### config.mk
export PLATFORM = sky130hd
export DESIGN_NAME = gaf_queue
export DESIGN_NICKNAME = d
export VERILOG_FILES = /design/src/rtl/gaf_pkg.sv /design/src/rtl/gaf_queue.sv
export SDC_FILE = /design/constraint.sdc
export NUM_CORES = 1
export LEC_CHECK = 0
export ABC_AREA = 0
export BUFFER_PORTS_ARGS = -buffer_cell sky130_fd_sc_hd__buf_2
export CAP_MARGIN = 10
export CORE_MARGIN = 1.5
export CORE_UTILIZATION = 50
export CTS_CLUSTER_SIZE = 16
export DETAILED_ROUTE_END_ITERATION = 12
export GPL_ROUTABILITY_DRIVEN = 1
export HOLD_SLACK_MARGIN = 0.1
export PLACE_DENSITY = 0.71
export SYNTH_ARGS = -nofsm -noshare
export SYNTH_HDL_FRONTEND = slang
export SYNTH_SLANG_ARGS = --single-unit
### constraint.sdc
create_clock -name clk_i -period 2.3 [get_ports clk_i]
set_clock_uncertainty 0.05 [all_clocks]
set_input_delay 0 -clock clk_i [delete_from_list [all_inputs] [get_ports clk_i]]
set_output_delay 0 -clock clk_i [all_outputs]
set_load 0.01 [all_outputs]
### src/rtl/gaf_pkg.sv
// Shared types and constants of the grid alignment fitness scorer.
`timescale 1ns / 1ps
package gaf_pkg;

  localparam int unsigned CfgIdxW   = 3;
  localparam int unsigned CfgDataW  = 16;
  localparam int unsigned CoordW    = 16;
  localparam int unsigned DiffW     = 17;
  localparam int unsigned DimW      = 13;
  localparam int unsigned ScoreW    = 40;
  localparam int unsigned SeenW     = 11;
  localparam int unsigned QueueDepth = 4;
  localparam int unsigned QueuePtrW  = 2;

  localparam logic [CfgIdxW-1:0] RegOriginX    = 3'd0;
  localparam logic [CfgIdxW-1:0] RegOriginY    = 3'd1;
  localparam logic [CfgIdxW-1:0] RegDirX       = 3'd2;
  localparam logic [CfgIdxW-1:0] RegDirY       = 3'd3;
  localparam logic [CfgIdxW-1:0] RegInvSpacing = 3'd4;
  localparam logic [CfgIdxW-1:0] RegImgWidth   = 3'd5;
  localparam logic [CfgIdxW-1:0] RegImgHeight  = 3'd6;

  typedef struct packed {
    logic signed [CoordW-1:0] origin_x;
    logic signed [CoordW-1:0] origin_y;
    logic signed [CoordW-1:0] dir_x;
    logic signed [CoordW-1:0] dir_y;
    logic [CoordW-1:0]        inv_spacing;
    logic [DimW-1:0]          image_width;
    logic [DimW-1:0]          image_height;
  } cfg_t;

  typedef struct packed {
    logic signed [DiffW-1:0] ex;
    logic signed [DiffW-1:0] ey;
    logic                    last;
  } q_item_t;

  typedef struct packed {
    logic full;
    logic empty;
  } q_status_t;

endpackage

### src/rtl/gaf_queue.sv
// Small FIFO between the front end and the scoring pipeline.
`timescale 1ns / 1ps
module gaf_queue
  import gaf_pkg::*;
(
  input  logic      clk_i,
  input  logic      rst_ni,
  input  logic      push_i,
  input  q_item_t   item_i,
  input  logic      pop_i,
  output q_item_t   item_o,
  output q_status_t status_o
);

  q_item_t                mem_q [QueueDepth];
  logic [QueuePtrW-1:0]   wptr_q, wptr_d;
  logic [QueuePtrW-1:0]   rptr_q, rptr_d;
  logic [QueuePtrW:0]     cnt_q, cnt_d;
  logic                   do_push, do_pop;

  assign status_o.full  = (cnt_q == (QueuePtrW+1)'(QueueDepth));
  assign status_o.empty = (cnt_q == '0);
  assign do_push = push_i && !status_o.full;
  assign do_pop  = pop_i && !status_o.empty;
  assign item_o  = mem_q[rptr_q];

  always_comb begin
    wptr_d = do_push ? wptr_q + 1'b1 : wptr_q;
    rptr_d = do_pop ? rptr_q + 1'b1 : rptr_q;
    cnt_d  = cnt_q;
    if (do_push && !do_pop) begin
      cnt_d = cnt_q + 1'b1;
    end else if (!do_push && do_pop) begin
      cnt_d = cnt_q - 1'b1;
    end
  end

  always_ff @(posedge clk_i or negedge rst_ni) begin
    if (!rst_ni) begin
      wptr_q <= '0;
      rptr_q <= '0;
      cnt_q  <= '0;
    end else begin
      wptr_q <= wptr_d;
      rptr_q <= rptr_d;
      cnt_q  <= cnt_d;
    end
  end

  always_ff @(posedge clk_i) begin
    if (do_push) begin
      mem_q[wptr_q] <= item_i;
    end
  end

  assert property (@(posedge clk_i) disable iff (!rst_ni)
    cnt_q <= (QueuePtrW+1)'(QueueDepth))
    else $error("queue fill count out of range");

  assert property (@(posedge clk_i) disable iff (!rst_ni)
    (do_push && !do_pop) |=> (cnt_q == $past(cnt_q) + 1'b1))
    else $error("queue fill count missed a push");

  assert property (@(posedge clk_i) disable iff (!rst_ni)
    (wptr_q - rptr_q) == cnt_q[QueuePtrW-1:0])
    else $error("queue pointers disagree with fill count");

endmodule

=== After elaboration in Yosys (flattened, before gate mapping) ===
Memory sizes are Yosys's and may differ from the RTL's.
Index checks and enable logic that the tools add are counted.

* Flip-flop bits (word level): 7
* Bits in writable memories: 140
* Bits of input ports: 39
* Memories kept: 1

{| class="wikitable"
|+ Memories
! memory !! words !! width !! rd ports !! clocked after Yosys merged registers in !! wr ports !! line !! RTL
|-
| mem_q || 4 || 35 || 1 || 0 || 1 || gaf_queue.sv:15 || <nowiki>q_item_t mem_q [QueueDepth];</nowiki>
|}

* $add $sub $neg: 4
* Eq/ne operators: 1
* Multiplexer cells: 4
* Reductions and logical operators: 10

{| class="wikitable"
|+ Operators with widths
! cell !! number
|-
| two-way mux 3 bit || 2
|-
| adder 2 x 1 -> 2 bit, second input constant || 2
|-
| logical AND 1 bit || 4
|-
| logical NOT 1 bit || 4
|-
| adder 3 x 1 -> 3 bit, second input constant || 1
|-
| equality test 3 bit, second input constant || 1
|-
| logical NOT 3 bit || 1
|-
| subtractor 3 x 1 -> 3 bit, second input constant || 1
|-
| two-way mux 1 bit || 2
|-
| nonzero test 2 bit || 1
|}

=== Depth between registers and ports, before layout ===
Gate-level depths: netlist (run 1).

* Depth in word-level cells: 7
* Gate-level depth with buffers: 9
* Mapped depth without buffers: 8

=== Worst setup path after synthesis (run 1) ===
OpenSTA, ideal clock, no wires.

* Path type: register -> register
* Start point: reg cnt_q[2]
* End point: mem mem_q[2][0] in the netlist's numbering, enable pin
* Arrival time: 1.690 ns
* Required time: 1.855 ns
* Setup slack: 0.165 ns
* Cell stages (with the launch flop): 5
* Buffers on the path: 1
* Path through: dfrtp_1 -> nor3b_2 -> nor2b_1 -> buf_6 -> and2_1

{| class="wikitable"
|+ RTL lines
! element !! line !! RTL
|-
| start, declared || gaf_queue.sv:18 || <nowiki>logic [QueuePtrW:0] cnt_q, cnt_d;</nowiki>
|-
| start signal, assigned || gaf_queue.sv:46 || <nowiki>cnt_q <= cnt_d;</nowiki>
|-
| end, declared || gaf_queue.sv:15 ||
|}

==> run summary, run 1 <==
Worst EP required -> 2.25 ns
Min cycle time layout -> 2.17 ns
Post-route ant nets -> 0
Worst Hold End -> mem_q[2][14]
CTS tree -> done
Critical path class -> reg2out
TritonCTS Buffers -> 17
DRC viols -> 0
Max_cap viols -> 0
Dpl cell area -> 6140 um2
Post-DP HPWL -> 5630 um
H-tree levels -> 4
CP peak stage delay -> 0.62 ns
Die X -> 108 um
Reg2reg end -> cnt_q[2]
Hold Vio Cnt, Final -> 0
Combinational family with the most area after synthesis -> multiplexers
Area grow syn2layout -> 28.4%
Setup crit start kind -> flip-flop
Vias in the first global route -> 2824
Period utilization -> 0.942
Root buffer cell -> clkbuf_8
Synth warn -> 0
Maximum root-to-sink buffer count -> 2
Port bufs -> 75
Setup TNS -> 0 ns
Post-layout power -> 8.88 mW
Number of register bits inferred by synthesis -> 147
Unrepaired setup endpoints after global routing -> no
Worst path slowest cell -> mux4_1
R2R setup slack -> 0.16 ns
Ranking of synthesized cells by area -> edfxtp_1 (76%), mux4_2 (11%), mux4_1 (3.3%)
Crit-path max FO -> 17
Largest area contributor in the synthesized netlist -> edfxtp_1
Status -> completed
First-pass GRT wire length -> 15000 um
Synth Area in Simple Gates -> 0.0113
Share of cells above drive strength 1 -> 0.429
Pwr per Cell Area -> 1250 nW/um2
Buf+Inv Stages, Crit Path -> 2
Post-Route WL -> 9340 um
DR pass1 iterations -> 4
Register-to-Register Path Depth -> 8
Initial DRC count -> 146
GRT overflow -> 0
Total GRT Usage -> 0.183
Critical Path, Cell by Cell -> buf_12 -> mux4_1 -> buf_2
Min-delay src -> item_i[14]
Tightest Hold Check Type -> in2reg
Multiplexer area fraction after synthesis -> 0.152
Sequential share of the synthesized area -> 0.791
Post-Synth XOR/XNOR Area -> 0.00949
Die area -> 11700 um2
Number of diodes -> 0
Fmax -> 462 MHz
VDD IR-drop max -> 0.675 mV
Syn Nets -> 264
# IOs -> 76
Mapped Area -> 5540 um2
Setup violations, final -> 0
Routed len/inst -> 18.5 um
Initial antenna violation count -> 0
Fin nets -> 398
Via count -> 2600
CTS sink cnt -> 147
Mean Syn Cell Area -> 25.3 um2
Yosys cell types -> 21
Row count -> 38
Largest net degree at the start of global routing -> 30
Start of the worst register-to-register path -> cnt_q[0]
Hold Path Stages -> 2
Vias per inst -> 5.14
Cell count after synthesis -> 219
Initial Util -> 0.513
Final Util -> 0.658
Complex-gate fraction of the synthesized area -> 0
Crit path capture type -> output port
Die Ht -> 108 um
Clock slew seen by the registers of the worst setup and hold paths -> 0.06 ns
Post-Synth Adder-Cell Area -> 0.0149
Max transition margin -> 0.767
Final Instance Area -> 7110 um2
Core area -> 10800 um2
Pins over their slew limit -> 0
Synth top area share -> 0.759
Latest clock arrival within the worst-skew pair -> 0.53 ns
Final Wtd Congestion -> 0.712
Leak Pwr -> 2.54 nW
Largest delay share family, worst path -> multiplexers
Tightest Pin Transition -> 0.348 ns
Arrival time worst endpoint -> 2.12 ns
-- worst max path at each step --
stage / slack (ns) / to / start / cells past startpoint
final: 0.13 / item_o[20] / rptr_q[0] / 3
after global routing: 0.03 / cnt_q[2] / cnt_q[0] / 8
after CTS: 0.03 / item_o[18] / rptr_q[0] / 3
after detailed placement: 0.08 / cnt_q[2] / cnt_q[0] / 8
after global placement: 0.21 / cnt_q[2] / cnt_q[0] / 8
after floorplan: 0.16 / mem_q[2][0] / cnt_q[2] / 4
-- logic make-up (layout without fill, tap and decap cells) --
logic type,after synthesis,count (layout)
xor+xnor,6,6
simple gates,10,10
buf+inv,13,160
mux,37,37
fa+ha+maj,6,6
flops,147,147
-- registers in the layout (all words and copies together), names as in the netlist --
signal	cells
mem_q	140
cnt_q	3
wptr_q	2
rptr_q	2
-- report_power, final --
part / internal, mW / switching [mW]
sequential: 3.55 / 0.245
combinational: 1.30 / 1.24
clock: 1.46 / 1.09
-- per-stage QoR --
step | hold WS [ns] | instances | setup WS [ns]
2_1_floorplan | -0.346 | 219 | 0.165
3_3_place_gp | -0.205 | 435 | 0.212
3_5_place_dp | -0.204 | 435 | 0.0769
4_1_cts | 0.147 | 506 | 0.0333
5_1_grt | 0.161 | 506 | 0.0313
6_report | 0.163 | 506 | 0.134
-- per-layer routing --
layer  vias to the layer above  global-route usage  share of wire
li1                       1197                   -              -
met1                      1317               0.243           0.43
met2                        75               0.283           0.50
met3                        11              0.0555          0.051
met4                         0              0.0827          0.017
met5                         -                   0              0
-- placed cells by master (no fill, tap or decap), types with 2 or more instances in the layout --
cell type and count:
clkinvlp_4 3, clkbuf_16 16, ha_1 4, dfrtp_1 5, buf_2 75, xnor2_1 4
buf_4 4, inv_6 4, clkinv_4 7, and2_2 4, buf_12 6, inv_1 4
dlygate4sd3_1 39, xor2_1 2, mux4_2 28, edfxtp_1 140, mux4_1 7
-- Yosys cell counts, drive strengths merged --
library cell / instances
edfxtp: 140
mux4: 35
buf: 9
dfrtp: 7
ha: 5
and2: 4
inv: 4
xnor2: 4
mux2: 2
xor2: 2
fa: 1
nand2: 1
nand3: 1
nor2: 1
nor2b: 1
nor3b: 1
or3: 1
-- layout make-up --
type	instances	area, um2
sequential	147	4380
fill	726	3690
multi-input combinational	59	1050
timing repair buffer	124	916
clock buffer	17	414
tap	140	175
clock inverter	15	149
inverter	4	15.0
-- timing repair --
action / CTS / global route
gates resized for setup: 0 / 4
hold endpoints to repair: 154 / 0
buffers inserted: 0 / 0
hold buffers: 39 / 0
endpoints found under the setup margin: 0 / 7
No activity file was read; power rests on OpenSTA's default activity.
==> inputs of run 2 (changes only) <==
- REMOVE_ABC_BUFFERS: not set -> 1
==> run summary, run 2 (synthesis gave the netlist of run 1 again) <==
Status -> completed
Worst EP required -> 2.68 ns
CTS tree -> done
Initial Util -> 0.513
Largest register FFs -> 140
Placed Instances -> 437
Period utilization -> 0.949
Core area -> 10800 um2
Row count -> 38
Max transition margin -> 0.709
CTS sink cnt -> 147
DR pass1 iterations -> 4
Port bufs -> 75
Worst Hold End -> mem_q[2][13]
Top Registers -> mem_q: 140 flops, cnt_q: 3 flops
Pwr per Cell Area -> 1260 nW/um2
Post-route ant nets -> 0
Share of cells above drive strength 1 -> 0.413
Register-to-Register Path Depth -> 8
Largest net degree at the start of global routing -> 24
Die area -> 11700 um2
Setup TNS -> 0 ns
H-tree levels -> 4
Setup violations, final -> 0
Pre-CTS setup slack -> 0.0850 ns
Maximum root-to-sink buffer count -> 2
Final worst slack -> 0.116 ns
Critical path class -> reg2reg
Arrival time worst endpoint -> 2.56 ns
Initial DRC count -> 179
Tightest Hold Check Type -> in2reg
Number of diodes -> 0
Final Instance Area -> 7060 um2
TritonCTS Buffers -> 17
Tightest Pin Transition -> 0.437 ns
Most frequent cells in the layout -> edfxtp_1 (140), buf_2 (75), dlygate4sd3_1 (39), mux4_2 (28), clkbuf_16 (16)
Post-DP HPWL -> 5520 um
Crit-path max FO -> 4
Leak Pwr -> 2.54 nW
Clock slew seen by the registers of the worst setup and hold paths -> 0.06 ns
Max_cap viols -> 0
DRC viols -> 0
Fmax -> 458 MHz
Min-delay src -> item_i[13]
Vias in the first global route -> 2747
Via count -> 2616
R2R setup slack -> 0.12 ns
Root buffer cell -> clkbuf_8
Hold Vio Cnt, Final -> 0
Min cycle time layout -> 2.18 ns
Final Non-Filler Cells -> 508
Vias per inst -> 5.15
Latest clock arrival within the worst-skew pair -> 0.51 ns
Unrepaired setup endpoints after global routing -> no
Hold Path Stages -> 2
# IOs -> 76
Post-Route WL -> 9310 um
Routed len/inst -> 18.3 um
Reg2reg end -> cnt_q[2]
GRT overflow -> 0
Post-layout power -> 8.90 mW
Start of the worst register-to-register path -> cnt_q[0]
Die Ht -> 108 um
First-pass GRT wire length -> 14700 um
Total GRT Usage -> 0.177
Area grow syn2layout -> 27.6%
VDD IR-drop max -> 0.659 mV
Setup crit start kind -> flip-flop
Commonest non-fill, non-tap cell in the layout -> edfxtp_1
Dpl cell area -> 6090 um2
Crit path capture type -> flip-flop
Pins over their slew limit -> 0
Initial antenna violation count -> 0
Final Wtd Congestion -> 0.661
Fin nets -> 400
Largest register by flop count -> mem_q
Die X -> 108 um
## run 2: cell types whose count changed in the layout (fill, tap and decap cells not counted), sizes merged
cell and change:
inv -1, clkinv -3, buf +2, clkbuf +2
bufinv +2
## run 2: critical path: stages (launching register included)
cell	delay (ns)
dfrtp_2	0.44
or3_1	0.42
nand2_1	0.13
ha_1	0.21
inv_1	0.07
fa_1	0.37
xor2_1	0.15
nor2_1	0.11
xor2_1	0.15
## run 2: power breakdown
group | total, mW | internal (mW) | switching (mW)
Combinational | 2.48 | 1.23 | 1.25
Sequential | 3.77 | 3.56 | 0.210
Clock | 2.65 | 1.65 | 0.998
## run 2: layout make-up
| type | instances | area (um2) |
|---|---|---|
| Sequential cell | 147 | 4380 |
| Multi-Input combinational cell | 59 | 1040 |
| Timing Repair Buffer | 126 | 868 |
| Fill cell | 712 | 3730 |
| Clock buffer | 19 | 422 |
| Clock inverter | 13 | 158 |
| Inverter | 4 | 15.0 |
| Tap cell | 140 | 175 |
## run 2: how the worst max path moves through the flow
stage / endpoint / start / depth (start not counted)
after global placement: cnt_q[2] / cnt_q[0] / 8
after floorplan: mem_q[2][0] / cnt_q[2] / 3
final: cnt_q[2] / cnt_q[0] / 8
after CTS: cnt_q[2] / cnt_q[0] / 8
after detailed placement: cnt_q[2] / cnt_q[0] / 8
after global routing: cnt_q[2] / cnt_q[0] / 8
## run 2: metrics by stage
| step | hold WS [ns] | util |
|---|---|---|
| after global placement | -0.209 | 0.565 |
| after global routing | 0.168 | 0.655 |
| after detailed placement | -0.210 | 0.565 |
| final | 0.190 | 0.655 |
| after floorplan | -0.346 | - |
| after CTS | 0.163 | 0.654 |
## run 2: per-layer routing
metal,global-route usage,share of wire,vias up
met5,0,0,-
met4,0.0536,0.0066,0
met3,0.0555,0.047,4
met2,0.294,0.53,70
met1,0.224,0.42,1346
li1,-,-,1196
## run 2: timing repair
item,in CTS,in global routing
setup endpoints to repair,0,1
resized for setup,0,1
endpoints found under the hold margin,154,0
buffers inserted,0,0
hold buffers,39,0
