### src/rtl/gaf_pkg.sv
// Shared types and constants of the grid alignment fitness scorer.
`timescale 1ns / 1ps
package gaf_pkg;

  localparam int unsigned CfgIdxW   = 3;
  localparam int unsigned CfgDataW  = 16;
  localparam int unsigned CoordW    = 16;
  localparam int unsigned DiffW     = 17;
  localparam int unsigned DimW      = 13;
  localparam int unsigned ScoreW    = 40;
  localparam int unsigned SeenW     = 11;
  localparam int unsigned QueueDepth = 4;
  localparam int unsigned QueuePtrW  = 2;

  localparam logic [CfgIdxW-1:0] RegOriginX    = 3'd0;
  localparam logic [CfgIdxW-1:0] RegOriginY    = 3'd1;
  localparam logic [CfgIdxW-1:0] RegDirX       = 3'd2;
  localparam logic [CfgIdxW-1:0] RegDirY       = 3'd3;
  localparam logic [CfgIdxW-1:0] RegInvSpacing = 3'd4;
  localparam logic [CfgIdxW-1:0] RegImgWidth   = 3'd5;
  localparam logic [CfgIdxW-1:0] RegImgHeight  = 3'd6;

  typedef struct packed {
    logic signed [CoordW-1:0] origin_x;
    logic signed [CoordW-1:0] origin_y;
    logic signed [CoordW-1:0] dir_x;
    logic signed [CoordW-1:0] dir_y;
    logic [CoordW-1:0]        inv_spacing;
    logic [DimW-1:0]          image_width;
    logic [DimW-1:0]          image_height;
  } cfg_t;

  typedef struct packed {
    logic signed [DiffW-1:0] ex;
    logic signed [DiffW-1:0] ey;
    logic                    last;
  } q_item_t;

  typedef struct packed {
    logic full;
    logic empty;
  } q_status_t;

endpackage

### src/rtl/gaf_front.sv
// Front end: takes point requests and offsets them by the grid origin.
`timescale 1ns / 1ps
module gaf_front
  import gaf_pkg::*;
(
  input  logic                     clk_i,
  input  logic                     rst_ni,
  input  logic                     in_valid_i,
  input  logic signed [CoordW-1:0] point_x_i,
  input  logic signed [CoordW-1:0] point_y_i,
  input  logic                     last_point_i,
  input  cfg_t                     cfg_i,
  input  q_status_t                q_status_i,
  output logic                     in_ready_o,
  output logic                     push_o,
  output q_item_t                  item_o
);

  assign in_ready_o = !q_status_i.full;
  assign push_o     = in_valid_i && !q_status_i.full;

  always_comb begin
    item_o.ex   = DiffW'(point_x_i) - DiffW'(cfg_i.origin_x);
    item_o.ey   = DiffW'(point_y_i) - DiffW'(cfg_i.origin_y);
    item_o.last = last_point_i;
  end

  // A push is never offered while the queue is full.
  assert property (@(posedge clk_i) disable iff (!rst_ni)
    push_o |-> !q_status_i.full)
    else $error("push while queue full");

  assert property (@(posedge clk_i) disable iff (!rst_ni)
    push_o |-> in_ready_o)
    else $error("push without ready");

  assert property (@(posedge clk_i) disable iff (!rst_ni)
    q_status_i.full |-> !push_o)
    else $error("full queue accepted a request");

endmodule

### config.mk
export PLATFORM = sky130hd
export DESIGN_NAME = gaf_front
export DESIGN_NICKNAME = d
export VERILOG_FILES = /design/src/rtl/gaf_pkg.sv /design/src/rtl/gaf_front.sv
export SDC_FILE = /design/constraint.sdc
export NUM_CORES = 1
export LEC_CHECK = 0
export BUFFER_PORTS_ARGS = -buffer_cell sky130_fd_sc_hd__buf_2
export CAP_MARGIN = 20
export CORE_AREA = 5 5 74 76
export DETAILED_ROUTE_END_ITERATION = 7
export DIE_AREA = 0 0 79 81
export GPL_ROUTABILITY_DRIVEN = 1
export PLACE_DENSITY = 0.83
export SYNTH_ARGS = -nofsm -noshare
export SYNTH_HDL_FRONTEND = slang
export SYNTH_SLANG_ARGS = --single-unit
### constraint.sdc
create_clock -name vclk -period 3.2
set_clock_uncertainty 0.05 [all_clocks]
set_input_delay 0.64 -clock vclk [all_inputs]
set_output_delay 0.64 -clock vclk [all_outputs]
set_load 0.005 [all_outputs]
## Yosys cells after proc, flatten, opt, wreduce, memory -nomap -nowiden

Index checks and enable logic that the tools add are counted.

| storage, ports and cells | value |
|---|---|
| word-level logic and storage cells | 4 |
| register bits | 0 |

| cells by class | value |
|---|---|
| reduce and logical (&&, ||, !) cells | 2 |
| add/sub/neg operators | 2 |

Operators with widths:

| kind | number |
|---|---|
| subtractor 16 x 16 -> 17 bit | 2 |
| logical AND 1 bit | 1 |
| zero test 1 bit | 1 |

## Logic depth before layout (Yosys ltp)

Gate-level depths: netlist of the first run.

| depth | value |
|---|---|
| word-level depth | 2 |
| gate-level depth with buffers | 9 |
| mapped depth without buffers | 9 |

## Worst setup path after synthesis of the first run

OpenSTA, ideal clock, no wires.

| timing path | value |
|---|---|
| path kind | input-to-output |
| start | in point_x_i[0] |
| end | out item_o[34] (netlist bit) |
| data required time | 2510 ps |
| path slack | 216 ps |
| data arrival time | 2294 ps |
| stages on the path | 9 |
| path through | inv_1 ha_1 fa_1 nor2b_1 o2111ai_1 a21o_1 a211o_1 a21oi_1 o22ai_1 |

RTL lines:

| item | line | source |
|---|---|---|
| from (decl) | gaf_front.sv:9 | `input logic signed [CoordW-1:0] point_x_i,` |
| to (decl) | gaf_front.sv:16 | `output q_item_t item_o` |

==> metrics.md, run 1 <==
| Metric | Value |
|---|---|
| CP Max Fanout | `4` |
| Vias per cell | `5.07` |
| Die extent in x | `79 microns` |
| Setup TNS | `0 ns` |
| Leak Pwr | `roughly 1.4 nW` |
| Num ports | `roughly 180` |
| CP endpoint | `item_o[34]` |
| Setup Crit Path Kind | `input pin to output pin` |
| Cell area power density | `211 nW/um^2` |
| Vias | `2115` |
| Post-Syn Area | `roughly 1700 sq um` |
| Startpoint types | `input pin` |
| Tcrit/Tclk final | `0.999` |
| Register area | `0 sq um` |
| Gr usage total | `0.143` |
| Fillers | `around 420` |
| Core Box Area | `between 4000 and 5000 sq um` |
| First-pass iteration count of the detailed router | `4` |
| Worst EP arrival | `roughly 2.5 ns` |
| Final Power | `about 0.00054 W` |
| Final hold vios | `0` |
| Top cell type's share of synthesized area | `0.236` |
| Die Height | `a little over 80 microns` |
| Slowest stage cell, crit path | `fa_2` |
| Starting Density | `0.364` |
| Peak supply drop | `0.111 mV` |
| Final setup vio count | `0` |
| Port Buf Inserts | `around 100` |
| Vias in the first global route | `1919` |
| Share of layout cells above drive strength 1 | `0.427` |
| Post-layout minimum cycle time | `approximately 3.2 ns` |
| Max-Cap Viols | `0` |
| Drt wl/cell | `around 12 microns` |
| Synth area leader | `ha_1` |
| Final #Nets | `about 540` |
| Ranking of synthesized cells by area | `ha_1, inv_1, a21oi_1` |
| Syn-to-layout area delta | `52.3%` |
| Final-report max-slew violation count | `0` |
| # diodes | `0` |
| CP startpoint | `cfg_i[90]` |
| Least-Margin Pin Slew | `between 0.3 and 0.4 ns` |
| Biggest cell delay along the critical path | `0.36 ns` |
| Synth warnings | `0` |
| Congestion Overflow GR | `0` |
| First-pass GRT wire length | `a little under 8000 microns` |
| Final wirelength | `approximately 5200 microns` |
| Final GP Congestion | `around 0.89` |
| Detailed Route Iter0 Violations | `64` |
| Worst min path class | `input pin to output pin` |
| Most instantiated library cell after synthesis | `inv_1` |
| Mean area per synthesized cell | `between 6 and 7 sq um` |
| Unique masters post-synth | `44` |
| Synth top cells by count | `inv_1, ha_1, a21oi_1` |
| Rel. slew slack | `0.751` |
| Post-synth net total | `approximately 420` |
| Clkbuf count | `0` |
| Initial antenna violation count | `0` |
| Synth Instances | `between 200 and 250` |
| Post-route cell area | `2580 sq um` |
| Worst setup EP type | `output pin` |
| Crit-path cells | `buf_6 -> ha_4 -> fa_2 -> nor2b_2 -> o2111ai_2 -> a21o_1 -> a211o_1 -> a21oi_2 -> o22ai_2 -> buf_2` |
| Row count | `25` |
| DP HPWL | `4440 microns` |
| Seq_cells | `0` |
| Final ANT Viol Nets | `0` |
| Area after DPL | `2360 sq um` |
| RSZ-0062 raised after global routing | `yes` |
| CP Data Required Time | `between 2 and 3 ns` |
| Largest net degree at the start of global routing | `9` |
| Status | `finished, final reports clean` |
| Fmax | `about 310 MHz` |
| Seq/Total Area, Yosys | `0` |
| Die Area | `between 6000 and 7000 sq um` |
| Drt drc | `0` |
per-stage QoR:
stage	instances	hold WS, ns	setup slack (ns)	util
finish	417	1.23	0.00334	0.554
global route	417	1.23	-0.0968	0.554
CTS	412	1.23	0.0110	0.511
detailed placement	412	1.23	-0.117	0.507
global placement	412	1.23	-0.0899	0.507
floorplan	246	1.26	0.216	-
worst min-delay path by stage:
stage          depth (start not counted)          start  slack (ns)         end
6_report                               0   last_point_i        1.23   item_o[0]
4_1_cts                                0   last_point_i        1.23   item_o[0]
5_1_grt                                0   last_point_i        1.23   item_o[0]
3_3_place_gp                           0   last_point_i        1.23   item_o[0]
3_5_place_dp                           0   last_point_i        1.23   item_o[0]
2_1_floorplan                          1  q_status_i[1]        1.26  in_ready_o
what timing repair did:
action / CTS / global route
gates resized for setup: 6 / 33
pin swaps: 4 / 18
hold buffers: 0 / 0
setup buffers: 0 / 5
cloned: 0 / 0
endpoints found under the setup margin: 7 / 11
report_power, final:
part	switching, W	internal [W]	total (W)	leakage, nW
combinational	0.000267	0.000278	0.000544	1.43
clock	0	0	0	0
sequential	0	0	0	0
total	0.000267	0.000278	0.000544	1.43
area by class of cell:
cell class                 count  area (sq um)  area share
timing repair buffer         122           696       0.270
tap                           54          67.6      0.0262
inverter                      46           173      0.0669
multi-input combinational    195          1650       0.637
critical path, delay by kind of cell:
kind	cells	cell delay, ns
and+or+nand+nor	1	0.16
buffers and inverters	2	0.23
adders and majority gates	2	0.51
AOI/OAI and AO/OA	5	0.97
layout by cell type (no fill, tap or decap), drive strengths merged, types with 2 or more instances in the layout:
cell     Yosys  routed
xnor2       11      11
nand4        3       3
inv         46      46
a21boi       2       2
o2111ai      2       2
buf          1     122
fa           2       2
nand2       10      10
xor2         9       9
a211o        2       2
o211ai       5       5
o31a         2       2
nand2b       4       4
o21ai        9       9
nor3         3       3
nor2        20      20
a21oi       23      23
o21a         7       7
nor2b        7       7
a31oi        4       4
o21bai       2       2
a21o        11      11
o31ai        2       2
o311ai       2       2
or3          2       2
ha          32      32
nand3        6       6
cell families after synthesis:
kind of cell / after synthesis / share of synthesized area
XOR/XNOR: 20 / 0.103
multiplexers: 2 / 0.0125
adder cells (fa/ha/maj): 34 / 0.260
AND/OR/NAND/NOR: 58 / 0.170
buffers and inverters: 51 / 0.115
AO/OA/AOI/OAI: 81 / 0.339
layer usage:
layer	up-vias	global-route usage	wire length, microns
li1	1105	-	-
met1	921	0.181	2290
met2	89	0.263	2380
met3	0	0.0322	545
met4	0	0.00172	0
met5	-	0	0
Note: power is estimated with default switching activity, not from simulation.
==> run 2: changes to the inputs <==
Settings changed: CORE_AREA 5 5 74 76 to 5 5 78 80, DIE_AREA 0 0 79 81 to 0 0 83 85, PLACE_DENSITY 0.83 to 0.75, RECOVER_POWER from default to 100.
==> run 2 against run 1 <==
  * The run now ends with negative setup slack left
  * Wire length grew 1.4%
  * Sequential cell count is the same
  * Via count grew 1.6%
  * First-iteration DRC count grew 11%
  * Clock-buffer cell count is the same
  * Utilization shrank 5.9 points
  * Combinational power grew 0.9%
  * Maximum frequency shrank 0.79%
  * Final cell count grew 5.5%
  * Global-route usage shrank 1.0 points
  * Critical endpoint is now item_o[14]
==> metrics.md, run 2 (same netlist as run 1, synthesis figures left out) <==
| Metric | Value |
|---|---|
| Vias | `2148` |
| Failing checks | `negative setup slack` |
| Num ports | `about 180` |
| Detailed Route Iter0 Violations | `71` |
| Least-Margin Pin Slew | `0.373 ns` |
| Max-Cap Viols | `0` |
| Most frequent cells in the layout | `buf_2, inv_1, ha_1` |
| Final setup vio count | `1` |
| Worst setup EP type | `output pin` |
| Clock power share | `0` |
| Leak Pwr | `1.44 nW` |
| Initial antenna violation count | `0` |
| Status | `finished with violations` |
| Vias in the first global route | `about 2100` |
| Final hold vios | `0` |
| Worst hold slack | `roughly 1.2 ns` |
| Setup Crit Path Kind | `input pin to output pin` |
| Hold Buf Count CTS | `0` |
| Worst EP arrival | `2.53 ns` |
| Startpoint types | `input pin` |
| Final Non-Filler Cells | `440` |
| Slowest stage cell, crit path | `or3_1` |
| Row count | `27` |
| CP bufs+invs | `4` |
| Biggest cell delay along the critical path | `0.36 ns` |
| Post-layout minimum cycle time | `~3.2 ns` |
| Gr usage total | `0.133` |
| Final-report max-slew violation count | `0` |
| Worst min path class | `input pin to output pin` |
| RSZ-0062 raised after global routing | `yes` |
| Core Box Area | `5340 sq um` |
| DP HPWL | `around 4300 microns` |
| Rel. slew slack | `0.751` |
| Share of layout cells above drive strength 1 | `0.418` |
| Register area | `0 sq um` |
| Final worst slack | `-0.0221 ns` |
| Die Height | `around 85 microns` |
| Net Sw Power | `between 0.0002 and 0.0003 W` |
| Syn-to-layout area delta | `55.9%` |
| Crit-path cells | `buf_8 -> inv_4 -> ha_4 -> nor2b_4 -> o31a_1 -> o31ai_2 -> buf_4 -> o21ai_2 -> and4b_1 -> or3_1 -> buf_2` |
| # diodes | `0` |
| Commonest non-fill, non-tap cell in the layout | `buf_2` |
| Multi-input combinational cell area | `~1600 sq um` |
| Post-route cell area | `2640 sq um` |
| Register share of total power | `0` |
| Placed Cells | `432` |
| Cell area power density | `208 nW/um^2` |
| Final ANT Viol Nets | `0` |
| Pre-CTS setup slack | `-0.244 ns` |
| CP top delay family | `simple AND/OR/NAND/NOR gates` |
| Final #Nets | `roughly 550` |
| Area after DPL | `~2400 sq um` |
| Drt wl/cell | `around 12 microns` |
| Fmax | `approximately 310 MHz` |
| Seq_cells | `0` |
| Port Buf Inserts | `slightly above 100` |
| Vias per cell | `4.88` |
| CP Data Required Time | `between 2 and 3 ns` |
| Combinational share of power | `1.000` |
| Final wirelength | `roughly 5300 microns` |
| Tcrit/Tclk final | `1.01` |
| Peak supply drop | `0.0995 mV` |
| CP Max Fanout | `4` |
| First-pass iteration count of the detailed router | `4` |
| Die Area | `between 7000 and 8000 sq um` |
| Congestion Overflow GR | `0` |
| Sw Ratio | `0.484` |
| Setup TNS | `-0.0221 ns` |
| Die extent in x | `83 microns` |
| Drt drc | `0` |
| Largest net degree at the start of global routing | `9` |
| Clkbuf count | `0` |
| Final GP Congestion | `0.889` |
| Starting Density | `0.318` |
| Fillers | `550` |
| First-pass GRT wire length | `around 8500 microns` |
| Power Internal | `~0.00028 W` |
run 2: worst paths after layout:
path	from	to	slack [ns]	cells past startpoint
max	cfg_i[75]	item_o[14]	-0.02	11
min	last_point_i	item_o[0]	1.23	0
run 2: area by class of cell:
type,instances,share of cell area
repair buffers,127,0.276
well taps,72,0.0341
inverters,46,0.0681
multi-input cells,195,0.621
run 2: what timing repair did:
item	CTS	global route
resized for setup	9	32
endpoints found under the hold margin	0	0
setup endpoints to repair	9	11
cloned	0	0
pin swaps	5	20
setup buffers	0	8
run 2: routing by layer:
metal | vias up | routed length, microns | share of wire | global-route usage
li1 | 1116 | - | - | -
met1 | 951 | 2410 | 0.46 | 0.182
met2 | 77 | 2450 | 0.46 | 0.223
met3 | 4 | 389 | 0.074 | 0.0262
met4 | 0 | 39 | 0.0074 | 0.0163
met5 | - | 0 | 0 | 0
run 2: per-stage QoR:
step / utilization / power (W)
2_1_floorplan: - / 0.000296
3_3_place_gp: 0.450 / 0.000486
5_1_grt: 0.495 / 0.000612
4_1_cts: 0.456 / 0.000507
6_report: 0.495 / 0.000549
3_5_place_dp: 0.450 / 0.000495
run 2: power by group through the flow:
stage	Clock [W]	Sequential, W	Combinational (W)
detailed placement	0	0	0.000495
CTS	0	0	0.000507
global route	0	0	0.000612
floorplan	0	0	0.000296
global placement	0	0	0.000486
finish	0	0	0.000549
==> run 3: changes to the inputs <==
Settings changed: CORE_AREA 5 5 78 80 to 5 5 74 76, DIE_AREA 0 0 83 85 to 0 0 79 81, PLACE_DENSITY 0.75 to 0.83.
==> run 3 against run 2 <==
  * The flow now finishes without violations
  * Clock-buffer cell count is the same
  * Global-route usage up 1.0 points
  * Sequential share of layout area unchanged
  * Maximum frequency increased by 0.80%
  * First-iteration DRC count is 9.9% lower
  * Critical path depth fell by 1
  * Critical path type unchanged
  * Critical endpoint is now item_o[34]
==> metrics.md, run 3 (same netlist as run 1, synthesis figures left out) <==
| Metric | Value |
|---|---|
| Vias | `2115` |
| Leak Pwr | `between 1 and 1.5 nW` |
| Final hold vios | `0` |
| Final wirelength | `5210 microns` |
| Hold Startpoint | `last_point_i` |
| Port Buf Inserts | `between 100 and 150` |
| Starting Density | `0.364` |
| Area after DPL | `~2400 sq um` |
| Gr usage total | `0.143` |
| Slowest stage cell, crit path | `fa_2` |
| # diodes | `0` |
| Worst EP arrival | `~2.5 ns` |
| Drt drc | `0` |
| Peak supply drop | `0.111 mV` |
| Final Core Density | `0.553` |
| CP Data Required Time | `roughly 2.5 ns` |
| CP Max Fanout | `4` |
| Least-Margin Pin Slew | `~0.37 ns` |
| DP HPWL | `between 4000 and 5000 microns` |
| Max-Cap Viols | `0` |
| Initial antenna violation count | `0` |
| Final #Nets | `about 540` |
| Setup TNS | `0 ns` |
| Vias per cell | `5.07` |
| Share of layout cells above drive strength 1 | `0.421` |
| Post-layout minimum cycle time | `~3.2 ns` |
| Crit-path cells | `buf_6 -> ha_4 -> fa_2 -> nor2b_2 -> o2111ai_2 -> a21o_1 -> a211o_1 -> a21oi_2 -> o22ai_2 -> buf_2` |
| Hold Buf Count CTS | `0` |
| Worst setup EP type | `output pin` |
| Core Box Area | `4660 sq um` |
| Congestion Overflow GR | `0` |
| Worst min path class | `input pin to output pin` |
| Biggest cell delay along the critical path | `0.36 ns` |
| Die Area | `roughly 6400 sq um` |
| Register area | `0 sq um` |
| First-pass GRT wire length | `7890 microns` |
| First-pass iteration count of the detailed router | `4` |
| Setup Crit Path Kind | `input pin to output pin` |
| Startpoint types | `input pin` |
| Status | `finished, final reports clean` |
| Die Height | `roughly 81 microns` |
| Row count | `25` |
| Num ports | `181` |
| Vias in the first global route | `roughly 1900` |
| Cell area power density | `211 nW/um^2` |
| Rel. slew slack | `0.751` |
| Commonest non-fill, non-tap cell in the layout | `buf_2` |
| Drt wl/cell | `between 10 and 15 microns` |
| Die extent in x | `between 70 and 80 microns` |
| Largest net degree at the start of global routing | `9` |
| Final ANT Viol Nets | `0` |
| Clkbuf count | `0` |
| Final GP Congestion | `between 0.8 and 0.9` |
| Final-report max-slew violation count | `0` |
| Tcrit/Tclk final | `0.999` |
| Final setup vio count | `0` |
| RSZ-0062 raised after global routing | `yes` |
| Most frequent cells in the layout | `buf_2, inv_1, ha_1` |
| Detailed Route Iter0 Violations | `64` |
| CP startpoint | `cfg_i[90]` |
| Post-route cell area | `roughly 2600 sq um` |
| Fmax | `approximately 310 MHz` |
| Seq_cells | `0` |
| Syn-to-layout area delta | `52.1%` |
[run 3: worst max-delay path, delay by kind of cell]
kind | cells | cell delay (ns)
AOI/OAI and AO/OA | 5 | 0.97
adders and majority gates | 2 | 0.51
buffers and inverters | 2 | 0.23
and+or+nand+nor | 1 | 0.16
[run 3: final cells by class]
class | count | area [sq um]
Inverter | 46 | 173
Timing Repair Buffer | 122 | 693
Multi-Input combinational cell | 195 | 1650
Tap cell | 54 | 67.6
Fill cell | 418 | 2080
[run 3: through the flow]
stage / worst slack [ns] / cells / power, W / hold WS, ns
after CTS: 0.0110 / 412 / 0.000502 / 1.23
after global placement: -0.0899 / 412 / 0.000482 / 1.23
after floorplan: 0.216 / 246 / 0.000296 / 1.26
after detailed placement: -0.117 / 412 / 0.000493 / 1.23
final: 0.00334 / 417 / 0.000544 / 1.23
after global routing: -0.0968 / 417 / 0.000604 / 1.23
[run 3: per-layer routing]
layer,up-vias,GRT usage,share of wire
met5,-,0,0
met4,0,0.00172,0
met3,0,0.0322,0.10
met2,89,0.263,0.46
met1,921,0.181,0.44
li1,1105,-,-
[run 3: repair_timing]
action | CTS | global route
pin swaps | 4 | 18
setup buffers | 0 | 5
endpoints found under the setup margin | 7 | 11
resized for setup | 6 | 33
[run 3: worst paths after layout]
check,depth (start not counted),slack (ns),end
setup / recovery,10,0.003,item_o[34]
hold / removal,0,1.23,item_o[0]
[run 3: report_power, final]
part	internal [W]	total [W]	switching, W
Combinational	0.000277	0.000544	0.000267
Sequential	0	0	0
Clock	0	0	0
Total	0.000277	0.000544	0.000267
